$ cat src/rtl/lpzc_pkg.sv
// Package for the LiDAR protective-zone classifier.
// Holds shared widths, command, zone and register codes, reset values and the
// configuration struct. Depends on nothing.
package lpzc_pkg;

  // Default values for the top-level parameters.
  localparam int unsigned LPZC_COORD_WIDTH = 16;
  localparam int unsigned LPZC_SPEED_BANDS = 4;
  localparam int unsigned LPZC_QUEUE_DEPTH = 4;

  localparam int unsigned VEL_W      = 16;
  localparam int unsigned CFG_DATA_W = 64;
  localparam int unsigned CFG_IDX_W  = 3;
  localparam int unsigned BAND_W     = 2;
  // Danger extension and radius in millimetres (255 cm * 10).
  localparam int unsigned DIST_W     = 12;

  typedef enum logic [1:0] {
    CMD_SPEED  = 2'd0,
    CMD_POINT  = 2'd1,
    CMD_EMPTY  = 2'd2,
    CMD_UNUSED = 2'd3
  } cmd_e;

  typedef enum logic [1:0] {
    ZONE_CLEAR   = 2'd0,
    ZONE_CAUTION = 2'd1,
    ZONE_DANGER  = 2'd2
  } zone_e;

  typedef enum logic [CFG_IDX_W-1:0] {
    REG_VEHICLE_LENGTH = 3'd0,
    REG_VEHICLE_WIDTH  = 3'd1,
    REG_REAR_OFFSET    = 3'd2,
    REG_CAUTION_FRONT  = 3'd3,
    REG_CAUTION_SIDE   = 3'd4,
    REG_CAUTION_REAR   = 3'd5,
    REG_CAUTION_RADIUS = 3'd6,
    REG_DANGER_TABLE   = 3'd7
  } reg_e;

  // Squared speed thresholds: 300, 1000 and 2000 mm/s.
  localparam logic [31:0] BAND_THR [3] = '{32'd90000, 32'd1000000, 32'd4000000};

  typedef struct packed {
    logic        [12:0] vehicle_length;
    logic        [12:0] vehicle_width;
    logic signed [12:0] rear_offset;
    logic        [12:0] caution_front_ext;
    logic        [11:0] caution_side_ext;
    logic signed [13:0] caution_rear_ext;
    logic        [12:0] caution_radius;
  } zone_cfg_t;

  localparam logic [12:0] RST_VEHICLE_LENGTH = 13'd1100;
  localparam logic [12:0] RST_VEHICLE_WIDTH  = 13'd700;
  localparam logic [12:0] RST_REAR_OFFSET    = 13'h1F9C;
  localparam logic [12:0] RST_CAUTION_FRONT  = 13'd2000;
  localparam logic [11:0] RST_CAUTION_SIDE   = 12'd500;
  localparam logic [13:0] RST_CAUTION_REAR   = 14'h3C18;
  localparam logic [12:0] RST_CAUTION_RADIUS = 13'd800;
  localparam logic [CFG_DATA_W-1:0] RST_DANGER_TABLE = 64'h509646783C3C320A;

endpackage

$ cat src/rtl/lidar_protective_zone_classifier.sv
// LiDAR protective-zone classifier. Each request is a speed sample, a cluster
// point or an empty-cluster marker; a point is tested against a danger zone and
// a caution zone (a rectangle around the vehicle plus a disc in front of it),
// and at the last point of a cluster, or on an empty cluster, one result gives
// 2 for danger, 1 for caution and 0 for clear, with the speed band in use. The
// block sustains one request per clock in both directions when nothing stalls.
// A request passes a front-end register (velocity squares, band choice, danger
// table lookup), a four-entry queue, a three-stage back end (bounds, squares,
// disc compare) and an output register. Configuration registers are written
// through their own port, one register per request; the user must write them
// only while the block is idle, which the block itself does not enforce.
//
// Files: lpzc_pkg, lpzc_front, lpzc_queue, lpzc_back.
module lidar_protective_zone_classifier #(
  parameter int unsigned COORD_WIDTH = lpzc_pkg::LPZC_COORD_WIDTH,
  parameter int unsigned SPEED_BANDS = lpzc_pkg::LPZC_SPEED_BANDS
) (
  input  logic                                clk_i,
  input  logic                                rst_ni,
  // Configuration write port.
  input  logic                                cfg_valid_i,
  output logic                                cfg_ready_o,
  input  logic [lpzc_pkg::CFG_IDX_W-1:0]      cfg_index_i,
  input  logic [lpzc_pkg::CFG_DATA_W-1:0]     cfg_data_i,
  // Input requests.
  input  logic                                in_valid_i,
  output logic                                in_ready_o,
  input  logic [1:0]                          cmd_i,
  input  logic signed [COORD_WIDTH-1:0]       x_mm_i,
  input  logic signed [COORD_WIDTH-1:0]       y_mm_i,
  input  logic signed [lpzc_pkg::VEL_W-1:0]   vel_x_mm_s_i,
  input  logic signed [lpzc_pkg::VEL_W-1:0]   vel_y_mm_s_i,
  input  logic                                last_i,
  // Results.
  output logic                                out_valid_o,
  input  logic                                out_ready_i,
  output logic [1:0]                          zone_flag_o,
  output logic [lpzc_pkg::BAND_W-1:0]         speed_band_o
);
  import lpzc_pkg::*;

  // Queue entry: point flag, last flag, band, danger extension and radius, x, y.
  localparam int unsigned ENTRY_W = 2 + BAND_W + 2 * DIST_W + 2 * COORD_WIDTH;

  zone_cfg_t             cfg_q;
  logic [CFG_DATA_W-1:0] danger_table_q;

  logic                          push_valid, push_ready, pop_valid, pop_ready;
  logic [ENTRY_W-1:0]            push_data, pop_data;
  logic                          f_is_point, f_last, b_is_point, b_last;
  logic signed [COORD_WIDTH-1:0] f_x, f_y, b_x, b_y;
  logic [BAND_W-1:0]             f_band, b_band;
  logic [DIST_W-1:0]             f_dfront, f_drad, b_dfront, b_drad;

  // Takes writes every cycle; the user must write only while the block is idle
  // so no request sees a half-updated configuration; the block does not check.
  assign cfg_ready_o = 1'b1;

  always_ff @(posedge clk_i or negedge rst_ni) begin
    if (!rst_ni) begin
      cfg_q.vehicle_length    <= RST_VEHICLE_LENGTH;
      cfg_q.vehicle_width     <= RST_VEHICLE_WIDTH;
      cfg_q.rear_offset       <= RST_REAR_OFFSET;
      cfg_q.caution_front_ext <= RST_CAUTION_FRONT;
      cfg_q.caution_side_ext  <= RST_CAUTION_SIDE;
      cfg_q.caution_rear_ext  <= RST_CAUTION_REAR;
      cfg_q.caution_radius    <= RST_CAUTION_RADIUS;
      danger_table_q          <= RST_DANGER_TABLE;
    end else if (cfg_valid_i) begin
      unique case (reg_e'(cfg_index_i))
        REG_VEHICLE_LENGTH: cfg_q.vehicle_length    <= cfg_data_i[12:0];
        REG_VEHICLE_WIDTH:  cfg_q.vehicle_width     <= cfg_data_i[12:0];
        REG_REAR_OFFSET:    cfg_q.rear_offset       <= cfg_data_i[12:0];
        REG_CAUTION_FRONT:  cfg_q.caution_front_ext <= cfg_data_i[12:0];
        REG_CAUTION_SIDE:   cfg_q.caution_side_ext  <= cfg_data_i[11:0];
        REG_CAUTION_REAR:   cfg_q.caution_rear_ext  <= cfg_data_i[13:0];
        REG_CAUTION_RADIUS: cfg_q.caution_radius    <= cfg_data_i[12:0];
        REG_DANGER_TABLE:   danger_table_q          <= cfg_data_i;
        default:            danger_table_q          <= danger_table_q;
      endcase
    end
  end

  // Front end: speed samples only move the band register; points and empty
  // clusters leave with the band and danger geometry they must be judged by,
  // so a speed change mid-cluster takes effect for the very next point.
  lpzc_front #(
    .COORD_WIDTH (COORD_WIDTH),
    .SPEED_BANDS (SPEED_BANDS)
  ) u_front (
    .clk_i           (clk_i),
    .rst_ni          (rst_ni),
    .in_valid_i      (in_valid_i),
    .in_ready_o      (in_ready_o),
    .cmd_i           (cmd_i),
    .x_mm_i          (x_mm_i),
    .y_mm_i          (y_mm_i),
    .vel_x_mm_s_i    (vel_x_mm_s_i),
    .vel_y_mm_s_i    (vel_y_mm_s_i),
    .last_i          (last_i),
    .danger_table_i  (danger_table_q),
    .push_valid_o    (push_valid),
    .push_ready_i    (push_ready),
    .push_is_point_o (f_is_point),
    .push_last_o     (f_last),
    .push_x_o        (f_x),
    .push_y_o        (f_y),
    .push_band_o     (f_band),
    .push_dfront_o   (f_dfront),
    .push_drad_o     (f_drad)
  );

  assign push_data = {f_is_point, f_last, f_band, f_dfront, f_drad, f_x, f_y};

  // The queue lets the front keep taking requests while the back end waits
  // on the result consumer.
  lpzc_queue #(
    .DATA_W (ENTRY_W),
    .DEPTH  (LPZC_QUEUE_DEPTH)
  ) u_queue (
    .clk_i        (clk_i),
    .rst_ni       (rst_ni),
    .push_valid_i (push_valid),
    .push_ready_o (push_ready),
    .push_data_i  (push_data),
    .pop_valid_o  (pop_valid),
    .pop_ready_i  (pop_ready),
    .pop_data_o   (pop_data)
  );

  assign {b_is_point, b_last, b_band, b_dfront, b_drad, b_x, b_y} = pop_data;

  // Back end: zone tests and per-cluster flag accumulation.
  lpzc_back #(
    .COORD_WIDTH (COORD_WIDTH)
  ) u_back (
    .clk_i        (clk_i),
    .rst_ni       (rst_ni),
    .cfg_i        (cfg_q),
    .pop_valid_i  (pop_valid),
    .pop_ready_o  (pop_ready),
    .is_point_i   (b_is_point),
    .last_i       (b_last),
    .x_i          (b_x),
    .y_i          (b_y),
    .band_i       (b_band),
    .dfront_i     (b_dfront),
    .drad_i       (b_drad),
    .out_valid_o  (out_valid_o),
    .out_ready_i  (out_ready_i),
    .zone_flag_o  (zone_flag_o),
    .speed_band_o (speed_band_o)
  );

endmodule

$ cat src/rtl/lpzc_front.sv
// Front end of the zone classifier: input register, speed squaring, speed band
// tracking and danger-table lookup. Resolved requests go to the queue.
// Depends on lpzc_pkg.
module lpzc_front #(
  parameter int unsigned COORD_WIDTH = lpzc_pkg::LPZC_COORD_WIDTH,
  parameter int unsigned SPEED_BANDS = lpzc_pkg::LPZC_SPEED_BANDS
) (
  input  logic                                  clk_i,
  input  logic                                  rst_ni,
  input  logic                                  in_valid_i,
  output logic                                  in_ready_o,
  input  logic [1:0]                            cmd_i,
  input  logic signed [COORD_WIDTH-1:0]         x_mm_i,
  input  logic signed [COORD_WIDTH-1:0]         y_mm_i,
  input  logic signed [lpzc_pkg::VEL_W-1:0]     vel_x_mm_s_i,
  input  logic signed [lpzc_pkg::VEL_W-1:0]     vel_y_mm_s_i,
  input  logic                                  last_i,
  input  logic [lpzc_pkg::CFG_DATA_W-1:0]       danger_table_i,
  output logic                                  push_valid_o,
  input  logic                                  push_ready_i,
  output logic                                  push_is_point_o,
  output logic                                  push_last_o,
  output logic signed [COORD_WIDTH-1:0]         push_x_o,
  output logic signed [COORD_WIDTH-1:0]         push_y_o,
  output logic [lpzc_pkg::BAND_W-1:0]           push_band_o,
  output logic [lpzc_pkg::DIST_W-1:0]           push_dfront_o,
  output logic [lpzc_pkg::DIST_W-1:0]           push_drad_o
);
  import lpzc_pkg::*;

  logic                          f1_valid_q, f1_valid_d;
  cmd_e                          f1_cmd_q;
  logic signed [COORD_WIDTH-1:0] f1_x_q, f1_y_q;
  logic                          f1_last_q;
  logic [2*VEL_W-2:0]            f1_vx2_q, f1_vy2_q;
  logic [BAND_W-1:0]             band_q, band_d;

  logic signed [2*VEL_W-1:0]     vx_prod, vy_prod;
  logic [2*VEL_W-1:0]            speed2;
  logic [BAND_W-1:0]             band_new;
  logic                          f1_is_speed, f1_done, in_accept;
  logic [15:0]                   entry;

  assign vx_prod = vel_x_mm_s_i * vel_x_mm_s_i;
  assign vy_prod = vel_y_mm_s_i * vel_y_mm_s_i;

  assign f1_is_speed  = (f1_cmd_q == CMD_SPEED);
  // A speed sample retires here; points and empty clusters need queue room.
  assign f1_done      = f1_is_speed || push_ready_i;
  assign in_ready_o   = !f1_valid_q || f1_done;
  assign in_accept    = in_valid_i && in_ready_o;
  assign push_valid_o = f1_valid_q && !f1_is_speed;

  always_comb begin
    if (in_accept) begin
      f1_valid_d = (cmd_e'(cmd_i) != CMD_UNUSED);
    end else if (f1_done) begin
      f1_valid_d = 1'b0;
    end else begin
      f1_valid_d = f1_valid_q;
    end
  end

  assign speed2 = {1'b0, f1_vx2_q} + {1'b0, f1_vy2_q};

  always_comb begin
    band_new = '0;
    for (int i = 0; i < 3; i++) begin
      if ((i + 1 < SPEED_BANDS) && (speed2 >= BAND_THR[i])) begin
        band_new = BAND_W'(i + 1);
      end
    end
  end

  always_comb begin
    band_d = band_q;
    if (f1_valid_q && f1_is_speed) begin
      band_d = band_new;
    end
  end

  always_ff @(posedge clk_i or negedge rst_ni) begin
    if (!rst_ni) begin
      f1_valid_q <= 1'b0;
      band_q     <= '0;
    end else begin
      f1_valid_q <= f1_valid_d;
      band_q     <= band_d;
    end
  end

  always_ff @(posedge clk_i) begin
    if (in_accept) begin
      f1_cmd_q  <= cmd_e'(cmd_i);
      f1_x_q    <= x_mm_i;
      f1_y_q    <= y_mm_i;
      f1_last_q <= last_i;
      f1_vx2_q  <= vx_prod[2*VEL_W-2:0];
      f1_vy2_q  <= vy_prod[2*VEL_W-2:0];
    end
  end

  // Table entries are in centimetres; scale to millimetres.
  assign entry           = danger_table_i[{band_q, 4'b0000} +: 16];
  assign push_dfront_o   = DIST_W'(entry[7:0]) * DIST_W'(10);
  assign push_drad_o     = DIST_W'(entry[15:8]) * DIST_W'(10);
  assign push_is_point_o = (f1_cmd_q == CMD_POINT);
  assign push_last_o     = f1_last_q;
  assign push_x_o        = f1_x_q;
  assign push_y_o        = f1_y_q;
  assign push_band_o     = band_q;

endmodule

$ cat src/rtl/lpzc_queue.sv
// Small register queue between the front and back ends of the classifier.
// Generic data width and depth; no package content beyond the default depth.
module lpzc_queue #(
  parameter int unsigned DATA_W = 8,
  parameter int unsigned DEPTH  = lpzc_pkg::LPZC_QUEUE_DEPTH
) (
  input  logic              clk_i,
  input  logic              rst_ni,
  input  logic              push_valid_i,
  output logic              push_ready_o,
  input  logic [DATA_W-1:0] push_data_i,
  output logic              pop_valid_o,
  input  logic              pop_ready_i,
  output logic [DATA_W-1:0] pop_data_o
);

  localparam int unsigned PTR_W = (DEPTH > 1) ? $clog2(DEPTH) : 1;
  localparam int unsigned CNT_W = $clog2(DEPTH + 1);

  logic [DATA_W-1:0] mem_q [DEPTH];
  logic [PTR_W-1:0]  wr_ptr_q, wr_ptr_d, rd_ptr_q, rd_ptr_d;
  logic [CNT_W-1:0]  count_q, count_d;
  logic              push, pop;

  assign push_ready_o = (count_q != CNT_W'(DEPTH));
  assign pop_valid_o  = (count_q != '0);
  assign push         = push_valid_i && push_ready_o;
  assign pop          = pop_valid_o && pop_ready_i;
  assign pop_data_o   = mem_q[rd_ptr_q];

  always_comb begin
    wr_ptr_d = wr_ptr_q;
    rd_ptr_d = rd_ptr_q;
    count_d  = count_q;
    if (push) begin
      wr_ptr_d = (wr_ptr_q == PTR_W'(DEPTH - 1)) ? '0 : wr_ptr_q + 1'b1;
    end
    if (pop) begin
      rd_ptr_d = (rd_ptr_q == PTR_W'(DEPTH - 1)) ? '0 : rd_ptr_q + 1'b1;
    end
    case ({push, pop})
      2'b10:   count_d = count_q + 1'b1;
      2'b01:   count_d = count_q - 1'b1;
      default: count_d = count_q;
    endcase
  end

  always_ff @(posedge clk_i or negedge rst_ni) begin
    if (!rst_ni) begin
      wr_ptr_q <= '0;
      rd_ptr_q <= '0;
      count_q  <= '0;
    end else begin
      wr_ptr_q <= wr_ptr_d;
      rd_ptr_q <= rd_ptr_d;
      count_q  <= count_d;
    end
  end

  always_ff @(posedge clk_i) begin
    if (push) begin
      mem_q[wr_ptr_q] <= push_data_i;
    end
  end

endmodule

$ cat src/rtl/lpzc_back.sv
// Back end of the zone classifier: three-stage geometry pipeline (bounds and
// rectangle tests, squares, disc compare), cluster flags and output register.
// Depends on lpzc_pkg.
module lpzc_back #(
  parameter int unsigned COORD_WIDTH = lpzc_pkg::LPZC_COORD_WIDTH
) (
  input  logic                              clk_i,
  input  logic                              rst_ni,
  input  lpzc_pkg::zone_cfg_t               cfg_i,
  input  logic                              pop_valid_i,
  output logic                              pop_ready_o,
  input  logic                              is_point_i,
  input  logic                              last_i,
  input  logic signed [COORD_WIDTH-1:0]     x_i,
  input  logic signed [COORD_WIDTH-1:0]     y_i,
  input  logic [lpzc_pkg::BAND_W-1:0]       band_i,
  input  logic [lpzc_pkg::DIST_W-1:0]       dfront_i,
  input  logic [lpzc_pkg::DIST_W-1:0]       drad_i,
  output logic                              out_valid_o,
  input  logic                              out_ready_i,
  output logic [1:0]                        zone_flag_o,
  output logic [lpzc_pkg::BAND_W-1:0]       speed_band_o
);
  import lpzc_pkg::*;

  localparam int unsigned CMP_W = ((COORD_WIDTH > 16) ? COORD_WIDTH : 16) + 2;
  localparam int unsigned DX_W  = CMP_W - 2;
  localparam int unsigned SQ_W  = 2 * DX_W + 1;
  localparam int unsigned RC_W  = 13;

  // Stage 1: raw request from the queue.
  logic                          b1_valid_q, b1_valid_d;
  logic                          b1_is_point_q, b1_last_q;
  logic signed [COORD_WIDTH-1:0] b1_x_q, b1_y_q;
  logic [BAND_W-1:0]             b1_band_q;
  logic [DIST_W-1:0]             b1_dfront_q, b1_drad_q;

  // Stage 2: rectangle results and disc offsets.
  logic                          b2_valid_q, b2_valid_d;
  logic                          b2_is_point_q, b2_last_q;
  logic [BAND_W-1:0]             b2_band_q;
  logic                          b2_rect_d_q, b2_rect_c_q, b2_beyond_d_q, b2_beyond_c_q;
  logic [DX_W-1:0]               b2_dx_d_q, b2_dx_c_q;
  logic [COORD_WIDTH-1:0]        b2_ay_q;
  logic [DIST_W-1:0]             b2_drad_q;

  // Stage 3: squares.
  logic                          b3_valid_q, b3_valid_d;
  logic                          b3_is_point_q, b3_last_q;
  logic [BAND_W-1:0]             b3_band_q;
  logic                          b3_rect_d_q, b3_rect_c_q, b3_beyond_d_q, b3_beyond_c_q;
  logic [2*DX_W-1:0]             b3_sq_d_q, b3_sq_c_q;
  logic [2*COORD_WIDTH-1:0]      b3_ysq_q;
  logic [2*DIST_W-1:0]           b3_rd2_q;
  logic [2*RC_W-1:0]             b3_rc2_q;

  logic                          danger_q, danger_d, caution_q, caution_d;
  logic                          out_valid_q, out_valid_d;
  zone_e                         zone_q, zone_new;
  logic [BAND_W-1:0]             out_band_q;

  logic b1_ready, b2_ready, b3_ready, b3_fire, b3_result, out_free;

  // Stage 1 to 2 geometry.
  logic signed [CMP_W-1:0] x_e, y_e, y2, roff, front_base, front_d, front_c, rear_c;
  logic signed [CMP_W-1:0] w2_d, w2_c, dx_d, dx_c, ay;
  logic                    rect_d, rect_c, beyond_d, beyond_c;

  // Stage 3 compare.
  logic [2*DX_W-1:0]        sq_d, sq_c;
  logic [2*COORD_WIDTH-1:0] ysq;
  logic [2*DIST_W-1:0]      rd2;
  logic [2*RC_W-1:0]        rc2;
  logic [SQ_W-1:0]          dist_d, dist_c;
  logic                     hit_d, hit_c, danger_acc, caution_acc;

  // Handshake between stages.
  assign out_free    = !out_valid_q || out_ready_i;
  assign b3_result   = !b3_is_point_q || b3_last_q;
  assign b3_fire     = b3_valid_q && (!b3_result || out_free);
  assign b3_ready    = !b3_valid_q || b3_fire;
  assign b2_ready    = !b2_valid_q || b3_ready;
  assign b1_ready    = !b1_valid_q || b2_ready;
  assign pop_ready_o = b1_ready;

  always_comb begin
    b1_valid_d = b1_ready ? pop_valid_i : b1_valid_q;
    b2_valid_d = b2_ready ? b1_valid_q  : b2_valid_q;
    b3_valid_d = b3_ready ? b2_valid_q  : b3_valid_q;
  end

  // Zone bounds. The half width is never formed: 2y is compared with the width.
  always_comb begin
    x_e        = CMP_W'(b1_x_q);
    y_e        = CMP_W'(b1_y_q);
    y2         = y_e <<< 1;
    roff       = CMP_W'(cfg_i.rear_offset);
    front_base = roff + $signed(CMP_W'(cfg_i.vehicle_length));
    front_d    = front_base + $signed(CMP_W'(b1_dfront_q));
    front_c    = front_base + $signed(CMP_W'(cfg_i.caution_front_ext));
    rear_c     = roff - CMP_W'(cfg_i.caution_rear_ext);
    w2_d       = $signed(CMP_W'(cfg_i.vehicle_width));
    w2_c       = w2_d + $signed(CMP_W'({cfg_i.caution_side_ext, 1'b0}));
    rect_d     = (x_e >= roff) && (x_e <= front_d) && (y2 >= -w2_d) && (y2 <= w2_d);
    rect_c     = (x_e >= rear_c) && (x_e <= front_c) && (y2 >= -w2_c) && (y2 <= w2_c);
    beyond_d   = (x_e >= front_d);
    beyond_c   = (x_e >= front_c);
    dx_d       = x_e - front_d;
    dx_c       = x_e - front_c;
    ay         = (y_e < 0) ? -y_e : y_e;
  end

  assign sq_d = b2_dx_d_q * b2_dx_d_q;
  assign sq_c = b2_dx_c_q * b2_dx_c_q;
  assign ysq  = b2_ay_q * b2_ay_q;
  assign rd2  = b2_drad_q * b2_drad_q;
  assign rc2  = cfg_i.caution_radius * cfg_i.caution_radius;

  always_comb begin
    dist_d = SQ_W'(b3_sq_d_q) + SQ_W'(b3_ysq_q);
    dist_c = SQ_W'(b3_sq_c_q) + SQ_W'(b3_ysq_q);
    hit_d  = b3_rect_d_q || (b3_beyond_d_q && (dist_d <= SQ_W'(b3_rd2_q)));
    hit_c  = b3_rect_c_q || (b3_beyond_c_q && (dist_c <= SQ_W'(b3_rc2_q)));
  end

  // Cluster flags: danger wins and freezes the cluster; caution only counts
  // while no danger hit has been seen.
  always_comb begin
    danger_acc  = danger_q;
    caution_acc = caution_q;
    if (b3_is_point_q && !danger_q) begin
      if (hit_d) begin
        danger_acc = 1'b1;
      end else if (hit_c) begin
        caution_acc = 1'b1;
      end
    end
    danger_d  = danger_q;
    caution_d = caution_q;
    if (b3_fire) begin
      danger_d  = b3_result ? 1'b0 : danger_acc;
      caution_d = b3_result ? 1'b0 : caution_acc;
    end
    if (danger_acc) begin
      zone_new = ZONE_DANGER;
    end else if (caution_acc) begin
      zone_new = ZONE_CAUTION;
    end else begin
      zone_new = ZONE_CLEAR;
    end
    if (b3_fire && b3_result) begin
      out_valid_d = 1'b1;
    end else if (out_ready_i) begin
      out_valid_d = 1'b0;
    end else begin
      out_valid_d = out_valid_q;
    end
  end

  always_ff @(posedge clk_i or negedge rst_ni) begin
    if (!rst_ni) begin
      b1_valid_q  <= 1'b0;
      b2_valid_q  <= 1'b0;
      b3_valid_q  <= 1'b0;
      danger_q    <= 1'b0;
      caution_q   <= 1'b0;
      out_valid_q <= 1'b0;
    end else begin
      b1_valid_q  <= b1_valid_d;
      b2_valid_q  <= b2_valid_d;
      b3_valid_q  <= b3_valid_d;
      danger_q    <= danger_d;
      caution_q   <= caution_d;
      out_valid_q <= out_valid_d;
    end
  end

  always_ff @(posedge clk_i) begin
    if (pop_valid_i && b1_ready) begin
      b1_is_point_q <= is_point_i;
      b1_last_q     <= last_i;
      b1_x_q        <= x_i;
      b1_y_q        <= y_i;
      b1_band_q     <= band_i;
      b1_dfront_q   <= dfront_i;
      b1_drad_q     <= drad_i;
    end
    if (b1_valid_q && b2_ready) begin
      b2_is_point_q <= b1_is_point_q;
      b2_last_q     <= b1_last_q;
      b2_band_q     <= b1_band_q;
      b2_rect_d_q   <= rect_d;
      b2_rect_c_q   <= rect_c;
      b2_beyond_d_q <= beyond_d;
      b2_beyond_c_q <= beyond_c;
      b2_dx_d_q     <= dx_d[DX_W-1:0];
      b2_dx_c_q     <= dx_c[DX_W-1:0];
      b2_ay_q       <= ay[COORD_WIDTH-1:0];
      b2_drad_q     <= b1_drad_q;
    end
    if (b2_valid_q && b3_ready) begin
      b3_is_point_q <= b2_is_point_q;
      b3_last_q     <= b2_last_q;
      b3_band_q     <= b2_band_q;
      b3_rect_d_q   <= b2_rect_d_q;
      b3_rect_c_q   <= b2_rect_c_q;
      b3_beyond_d_q <= b2_beyond_d_q;
      b3_beyond_c_q <= b2_beyond_c_q;
      b3_sq_d_q     <= sq_d;
      b3_sq_c_q     <= sq_c;
      b3_ysq_q      <= ysq;
      b3_rd2_q      <= rd2;
      b3_rc2_q      <= rc2;
    end
    if (b3_fire && b3_result) begin
      zone_q     <= zone_new;
      out_band_q <= b3_band_q;
    end
  end

  assign out_valid_o  = out_valid_q;
  assign zone_flag_o  = zone_q;
  assign speed_band_o = out_band_q;

endmodule

$ cat config.mk
export PLATFORM = sky130hd
export DESIGN_NAME = lidar_protective_zone_classifier
export DESIGN_NICKNAME = d
export VERILOG_FILES = /design/src/rtl/lpzc_pkg.sv /design/src/rtl/lidar_protective_zone_classifier.sv /design/src/rtl/lpzc_front.sv /design/src/rtl/lpzc_queue.sv /design/src/rtl/lpzc_back.sv
export SDC_FILE = /design/constraint.sdc
export NUM_CORES = 2
export LEC_CHECK = 0
export ABC_AREA = 1
export CAP_MARGIN = 40
export CORE_MARGIN = 2
export CORE_UTILIZATION = 55
export DETAILED_ROUTE_END_ITERATION = 8
export DONT_BUFFER_PORTS = 1
export GPL_ROUTABILITY_DRIVEN = 0
export GPL_TIMING_DRIVEN = 0
export HOLD_SLACK_MARGIN = 0.03
export MAX_ROUTING_LAYER = met4
export PLACE_DENSITY_LB_ADDON = 0.25
export SYNTH_ARGS = -nofsm -noshare
export SYNTH_HDL_FRONTEND = slang
export SYNTH_HIERARCHICAL = 1
export SYNTH_SLANG_ARGS = --single-unit
$ cat constraint.sdc
create_clock -name clk_i -period 8.5 [get_ports clk_i]
set_input_delay 2.55 -clock clk_i [delete_from_list [all_inputs] [get_ports clk_i]]
set_output_delay 2.55 -clock clk_i [all_outputs]
set_load 0.03 [all_outputs]
Word-level counts from Yosys, hierarchy flattened
Memories as Yosys holds them, arrays and structs flattened. A register that Yosys moved wholly into a read port is not among the register bits.
Index checks and enable logic that the tools add are counted.
{"block": "op_classes", "addsub": 17, "n_eq_ne": 14, "n_reduce_logical": 51, "magnitude_cmp": 16, "shifts": 1, "n_mul": 9, "mux": 21}
{"operator": "16-bit by 16-bit multiplier with 32-bit output", "count": 3}
{"operator": "32-bit by 32-bit adder with 33-bit output", "count": 2}
{"operator": "64-bit by 7-bit variable part select with 16-bit output", "count": 1}
{"operator": "16-bit by 16-bit multiplier with 31-bit output", "count": 2}
{"operator": "16-bit by 18-bit greater-or-equal comparator with 1-bit output", "count": 2}
{"operator": "17-bit by 18-bit greater-or-equal comparator with 1-bit output", "count": 2}
{"operator": "16-bit by 18-bit less-or-equal comparator with 1-bit output", "count": 2}
{"operator": "33-bit by 24-bit less-or-equal comparator with 1-bit output", "count": 1}
{"operator": "33-bit by 26-bit less-or-equal comparator with 1-bit output", "count": 1}
{"operator": "31-bit by 31-bit adder with 32-bit output", "count": 1}
{"operator": "32-bit by 17-bit greater-or-equal comparator with 1-bit output, second input constant", "count": 1}
{"operator": "32-bit by 20-bit greater-or-equal comparator with 1-bit output, second input constant", "count": 1}
{"operator": "32-bit by 22-bit greater-or-equal comparator with 1-bit output, second input constant", "count": 1}
{"operator": "16-bit subtractor", "count": 2}
{"operator": "13-bit by 13-bit multiplier with 26-bit output", "count": 1}
{"operator": "12-bit by 12-bit multiplier with 24-bit output", "count": 1}
{"operator": "8-bit by 3-bit multiplier with 11-bit output, second input constant", "count": 2}
{"operator": "1-bit logical AND", "count": 18}
{"operator": "13-bit negator with 18-bit output", "count": 1}
{"operator": "18-bit negator", "count": 1}
{"operator": "17-bit by 14-bit less-or-equal comparator with 1-bit output", "count": 1}
{"operator": "17-bit by 15-bit less-or-equal comparator with 1-bit output", "count": 1}
{"operator": "15-bit by 13-bit adder with 16-bit output", "count": 1}
{"operator": "15-bit by 14-bit adder with 16-bit output", "count": 1}
{"operator": "other kinds (28)", "count": 79}
{"block": "word_totals", "inputBits": 139, "memories": 1, "out_inout_bits": 7, "wordCells": 182, "ramBits": 232, "ff_bits": 518}
{"memory": "u_queue.mem_q", "words": 4, "word_bits": 58, "read_ports": 1, "rd_ports_with_merged_regs": 1, "write_ports": 1, "line": "lpzc_queue.sv:20", "source": "logic [DATA_W-1:0] mem_q [DEPTH];"}

Logic depth before layout (Yosys ltp)
{"block": "depth", "depth_word": 11, "ltp_mapped": 32, "depth_no_buf": 32}

By module
The synthesis kept the hierarchy.
{"mod": "lpzc_back", "seq_area_each_um2": 8588.2, "instances": 1, "area_each_um2": 51318.0, "cells_each": 6140}
{"mod": "lpzc_front", "seq_area_each_um2": 2867.8, "instances": 1, "area_each_um2": 24101.9, "cells_each": 2905}
{"mod": "lpzc_queue", "seq_area_each_um2": 7382.1, "instances": 1, "area_each_um2": 10328.7, "cells_each": 759}
{"mod": "lidar_protective_zone_classifier", "seq_area_each_um2": 3961.3, "instances": 1, "area_each_um2": 6144.6, "cells_each": 692}

Worst setup path after synthesis
No wires, ideal clock.
{"block": "synth_timing", "path_type": "input -> register", "start": "input vel_x_mm_s_i[1] in the netlist's numbering", "end": "register u_front.f1_vx2_q[29] (data pin)", "n_path_buf": 2, "cell_stages": 24, "path_slack_ns": 0.316, "arrival_time_ns": 7.927, "path_cell_list": "clkbuf_1 > clkbuf_1 > nand2_1 > inv_1 > fa_1 > inv_1 > fa_1 > inv_1 > fa_1 > fa_1 > fa_1 > inv_1 > fa_1 > inv_1 > ha_1 > nand2_1 > nor3_1 > nand3_1 > nand3_1 > nand2_1 > nand2_1 > a21o_1 > a21oi_1 > xnor2_1"}
{"block": "synth_between", "elab_chain_cells": 1}
{"item": "from (decl)", "line": "lidar_protective_zone_classifier.sv:31", "source": "input logic signed [lpzc_pkg::VEL_W-1:0] vel_x_mm_s_i,"}
{"item": "16-bit by 16-bit multiplier with 31-bit output", "line": "lpzc_front.sv:44", "source": "assign vx_prod = vel_x_mm_s_i * vel_x_mm_s_i;"}
{"item": "via u_front.vx_prod[29]", "line": "lpzc_front.sv:38", "source": "logic signed [2*VEL_W-1:0] vx_prod, vy_prod;"}
{"item": "to (signal assigned)", "line": "lpzc_front.sv:98", "source": "f1_vx2_q <= vx_prod[2*VEL_W-2:0];"}
{"item": "to (decl)", "line": "lpzc_front.sv:35", "source": "logic [2*VEL_W-2:0] f1_vx2_q, f1_vy2_q;"}
The timed path passes the listed nets, and every way through them passes these cells.
A chain may end at the register's enable or synchronous reset.

Final worst setup path
{"block": "layout_timing", "start": "input vel_y_mm_s_i[12] in the netlist's numbering", "end": "register u_front.f1_vy2_q[24] (data pin)"}
{"block": "layout_between", "elab_chain_cells": 1}
{"item": "from (decl)", "line": "lidar_protective_zone_classifier.sv:32", "source": "input logic signed [lpzc_pkg::VEL_W-1:0] vel_y_mm_s_i,"}
{"item": "16-bit by 16-bit multiplier with 31-bit output", "line": "lpzc_front.sv:45", "source": "assign vy_prod = vel_y_mm_s_i * vel_y_mm_s_i;"}
{"item": "via u_front.vy_prod[24]", "line": "lpzc_front.sv:38"}
{"item": "to (signal assigned)", "line": "lpzc_front.sv:99", "source": "f1_vy2_q <= vy_prod[2*VEL_W-2:0];"}
{"item": "to (decl)", "line": "lpzc_front.sv:35"}
The timed path passes the listed nets, and every way through them passes these cells.

==> flow_summary.toml <==
[logic_synthesis]
synth_top_family_by_area = "adder cells"
synth.largest_area_cell = "fa_1"
synth_flop_cell = "edfxtp_1"
postSynthCellCount = 10500
synth_xor_area_share_pct = 4.13
synthSimpleGateAreaFrac_pct = 14.4
yosysWarningCount = 6
syn_area_per_cell_um2 = 8.76
synth_compound_area_share_pct = 6.62
muxShareOfSynthArea_pct = 0.0490
yosysSeqAreaShare_pct = 24.8
ys_ff_latch = 785
synth_top_cell_area_share_pct = 24.9
synth_area_mm2 = 0.0919
ys_types = 67
synthTopCellsByArea = "fa_1, edfxtp_1, ha_1"
synth-adder-area-share_pct = 37.9
synthArstFlopShare_pct = 21.8
synth-edff-count = 614

[clocking]
cts_root_buf = "clkbuf_16"
cts_sinks = 785
hold_buffers = 0
cts_buffer_depth = 3
post_cts_buffers = 0
clkLatencyLatePin_ns = 0.73
clk_pin_slew_worst_paths_ns = 0.07
numCtsBuffers = 86
htree_levels = 3
tritoncts = "done"
ctsResizeCount = 5

[sta]
setup_slack_ns = 0.224
hold_viol = 0
min_period_ns = 8.28
relSlewSlack_pct = 39.2
rsz0062_at_grt = "false"
max_freq_mhz = 121
holdWs_ns = 0.395
fin_skew_ns = 0.0631
setup_violations = 0
tightest_slew_ns = 0.912
fin_crit_sh_pct = 97.4
drv_slew = 0

[floorplanning]
rows = 150
coreArea_mm2 = 0.166
dieArea_mm2 = 0.170
start_util_pct = 55.2
die_w_um = 413
die_h_um = 413
pin_count = 146

[global_routing]
grt_first_pass_wirelength_mm = 381
grt_remaining_overflow = 0
grt_use_total_pct = 29.5
antenna_found_initial = 27
grt_max_degree = 172
grt_pass1_vias = 71900

[place]
pre_cts_ws_ns = -1.10
dp_hpwl_mm = 196
port_buffers = 0
placed_cell_area_mm2 = 0.0951

[setup_path]
worstSetupPathType = "in2reg"
required_ns = 8.99
cp.depth = 21
path_cells = "clkbuf_1 -> clkbuf_1 -> nand2_1 -> fa_1 -> fa_1 -> fa_1 -> inv_1 -> fa_1 -> fa_1 -> inv_1 -> fa_1 -> inv_1 -> ha_1 -> a21oi_1 -> o21ai_0 -> o21bai_1 -> a21oi_1 -> nor2_1 -> nor2_1 -> o21ai_1 -> xor2_1"
path_common_cell = "fa_1"
worstPathMaxFanout = 10
ff2ff_path_depth = 23
arrival_ns = 8.77
startpoint_type = "input pin"
cp_slowest_cell = "fa_1"
cpPeakStageDelay_ns = 0.62
end_kind = "register"
crit_family = "adder cells"
critPathBufInv = 5

[cells_and_area]
final_util_pct = 59.0
drive_gt1_share_pct = 4.37
final_common_cell = "inv_1"
syn_to_final_growth_pct = 6.85
final_cell_mix = "inv_1, nand2_1, fa_1, ha_1, edfxtp_1"
fin_area_mm2 = 0.0982
nNetsFinal = 12800

[routing]
drcViolationCount = 0
num_vias = 69100
drtIter0Drc = 5002
dr.pass1.iters = 9
drtAntennaViolNets = 0
wl_per_cell_um = 18.4
avgViaCountPerCell = 5.35
wl_mm = 237

[hold_path]
hold_depth = 0
hold_class = "reg2reg"

[run_status]
status = "complete, no violations"

[flow_run]
maxCapViolCount = 0
## registers in the layout, summed over array words and instances (netlist names), 25 cells and up
name / flops
u_front/f1_vx2_q: 29
u_back/b3_sq_c_q: 31
u_back/b3_sq_d_q: 31
u_back/b3_ysq_q: 31
u_front/f1_vy2_q: 29
cfg_q: 91
u_back/b3_rc2_q: 25
u_queue/mem_q: 240
danger_table_q: 64
## through the flow
| step | setup TNS [ns] | instances |
|---|---|---|
| finish | 0 | 12900 |
| global route | 0 | 12900 |
| CTS | 0 | 12900 |
| detailed placement | -10.34 | 12700 |
| global placement | -10.18 | 12700 |
| floorplan | 0 | 10500 |
## cell usage after synthesis, types with 8 or more instances
cell         n
nor2_1     409
nor3_1      82
nand4_1     56
a21o_1      28
o21bai_1    40
clkbuf_1   197
a21boi_0     8
nor2_2       8
buf_6       16
inv_1     2601
nand2_1   2422
a31oi_1     37
ha_1       955
a211oi_1     8
edfxtp_1   614
a21oi_1    431
o22ai_1     15
dfrtp_1    105
o211ai_2    60
nand3b_1    12
o221ai_1     8
nand2_2     16
o21ai_0    204
xor2_1     280
inv_2        8
or2_2       10
o21ai_1      9
buf_2       49
dfstp_2     66
o21a_1      18
o211ai_1    80
nand3_1    244
fa_1      1141
nor4_1      19
buf_4       12
xnor2_1    146
## layout make-up
type                       count  area [um2]
tap                         2204        2760
multi-input combinational   6822       58000
sequential                   785       22800
fill                       14500       68300
buffer                       278        1320
inverter                    2612        9810
clock inverter                48         647
antenna                       21        52.6
timing repair buffer          22         445
clock buffer                 110        2310
## cells by family (layout without fill, tap and decap cells)
logic type	after synthesis	count (layout)
AO/OA/AOI/OAI	984	984
adder cells (fa/ha/maj)	2096	2096
buffers and inverters	2890	3070
other	3	25
XOR/XNOR	430	430
AND/OR/NAND/NOR	3304	3304
multiplexers	4	4
flip-flops	785	785
## path summary, 6_finish.rpt
path,from,endpoint,slack (ns)
setup / recovery,vel_y_mm_s_i[12],u_front/f1_vy2_q[24],0.22
hold / removal,u_back/b2_beyond_c_q,u_back/b3_beyond_c_q,0.40
setup reg to reg,u_back/b2_dx_c_q[0],u_back/b3_sq_c_q[29],1.32
hold reg to reg,u_back/b2_beyond_c_q,u_back/b3_beyond_c_q,0.40
max in group asynchronous,rst_ni,u_back/out_valid_o,6.44
min in group asynchronous,rst_ni,cfg_q[77],1.57
## routing by layer
metal | global-route usage, % | vias to the layer above | wire length, um | share of wire (%)
li1 | - | 32500 | - | -
met1 | 36.5 | 33600 | 96300 | 41
met2 | 48.3 | 2379 | 114000 | 48
met3 | 4.39 | 564 | 15600 | 6.6
met4 | 12.4 | 0 | 11800 | 5.0
met5 | - | - | 0 | 0
Power is left out: the tool's default activity adds up to more than one toggle a clock period on the data nets, which glitch-free logic cannot reach.
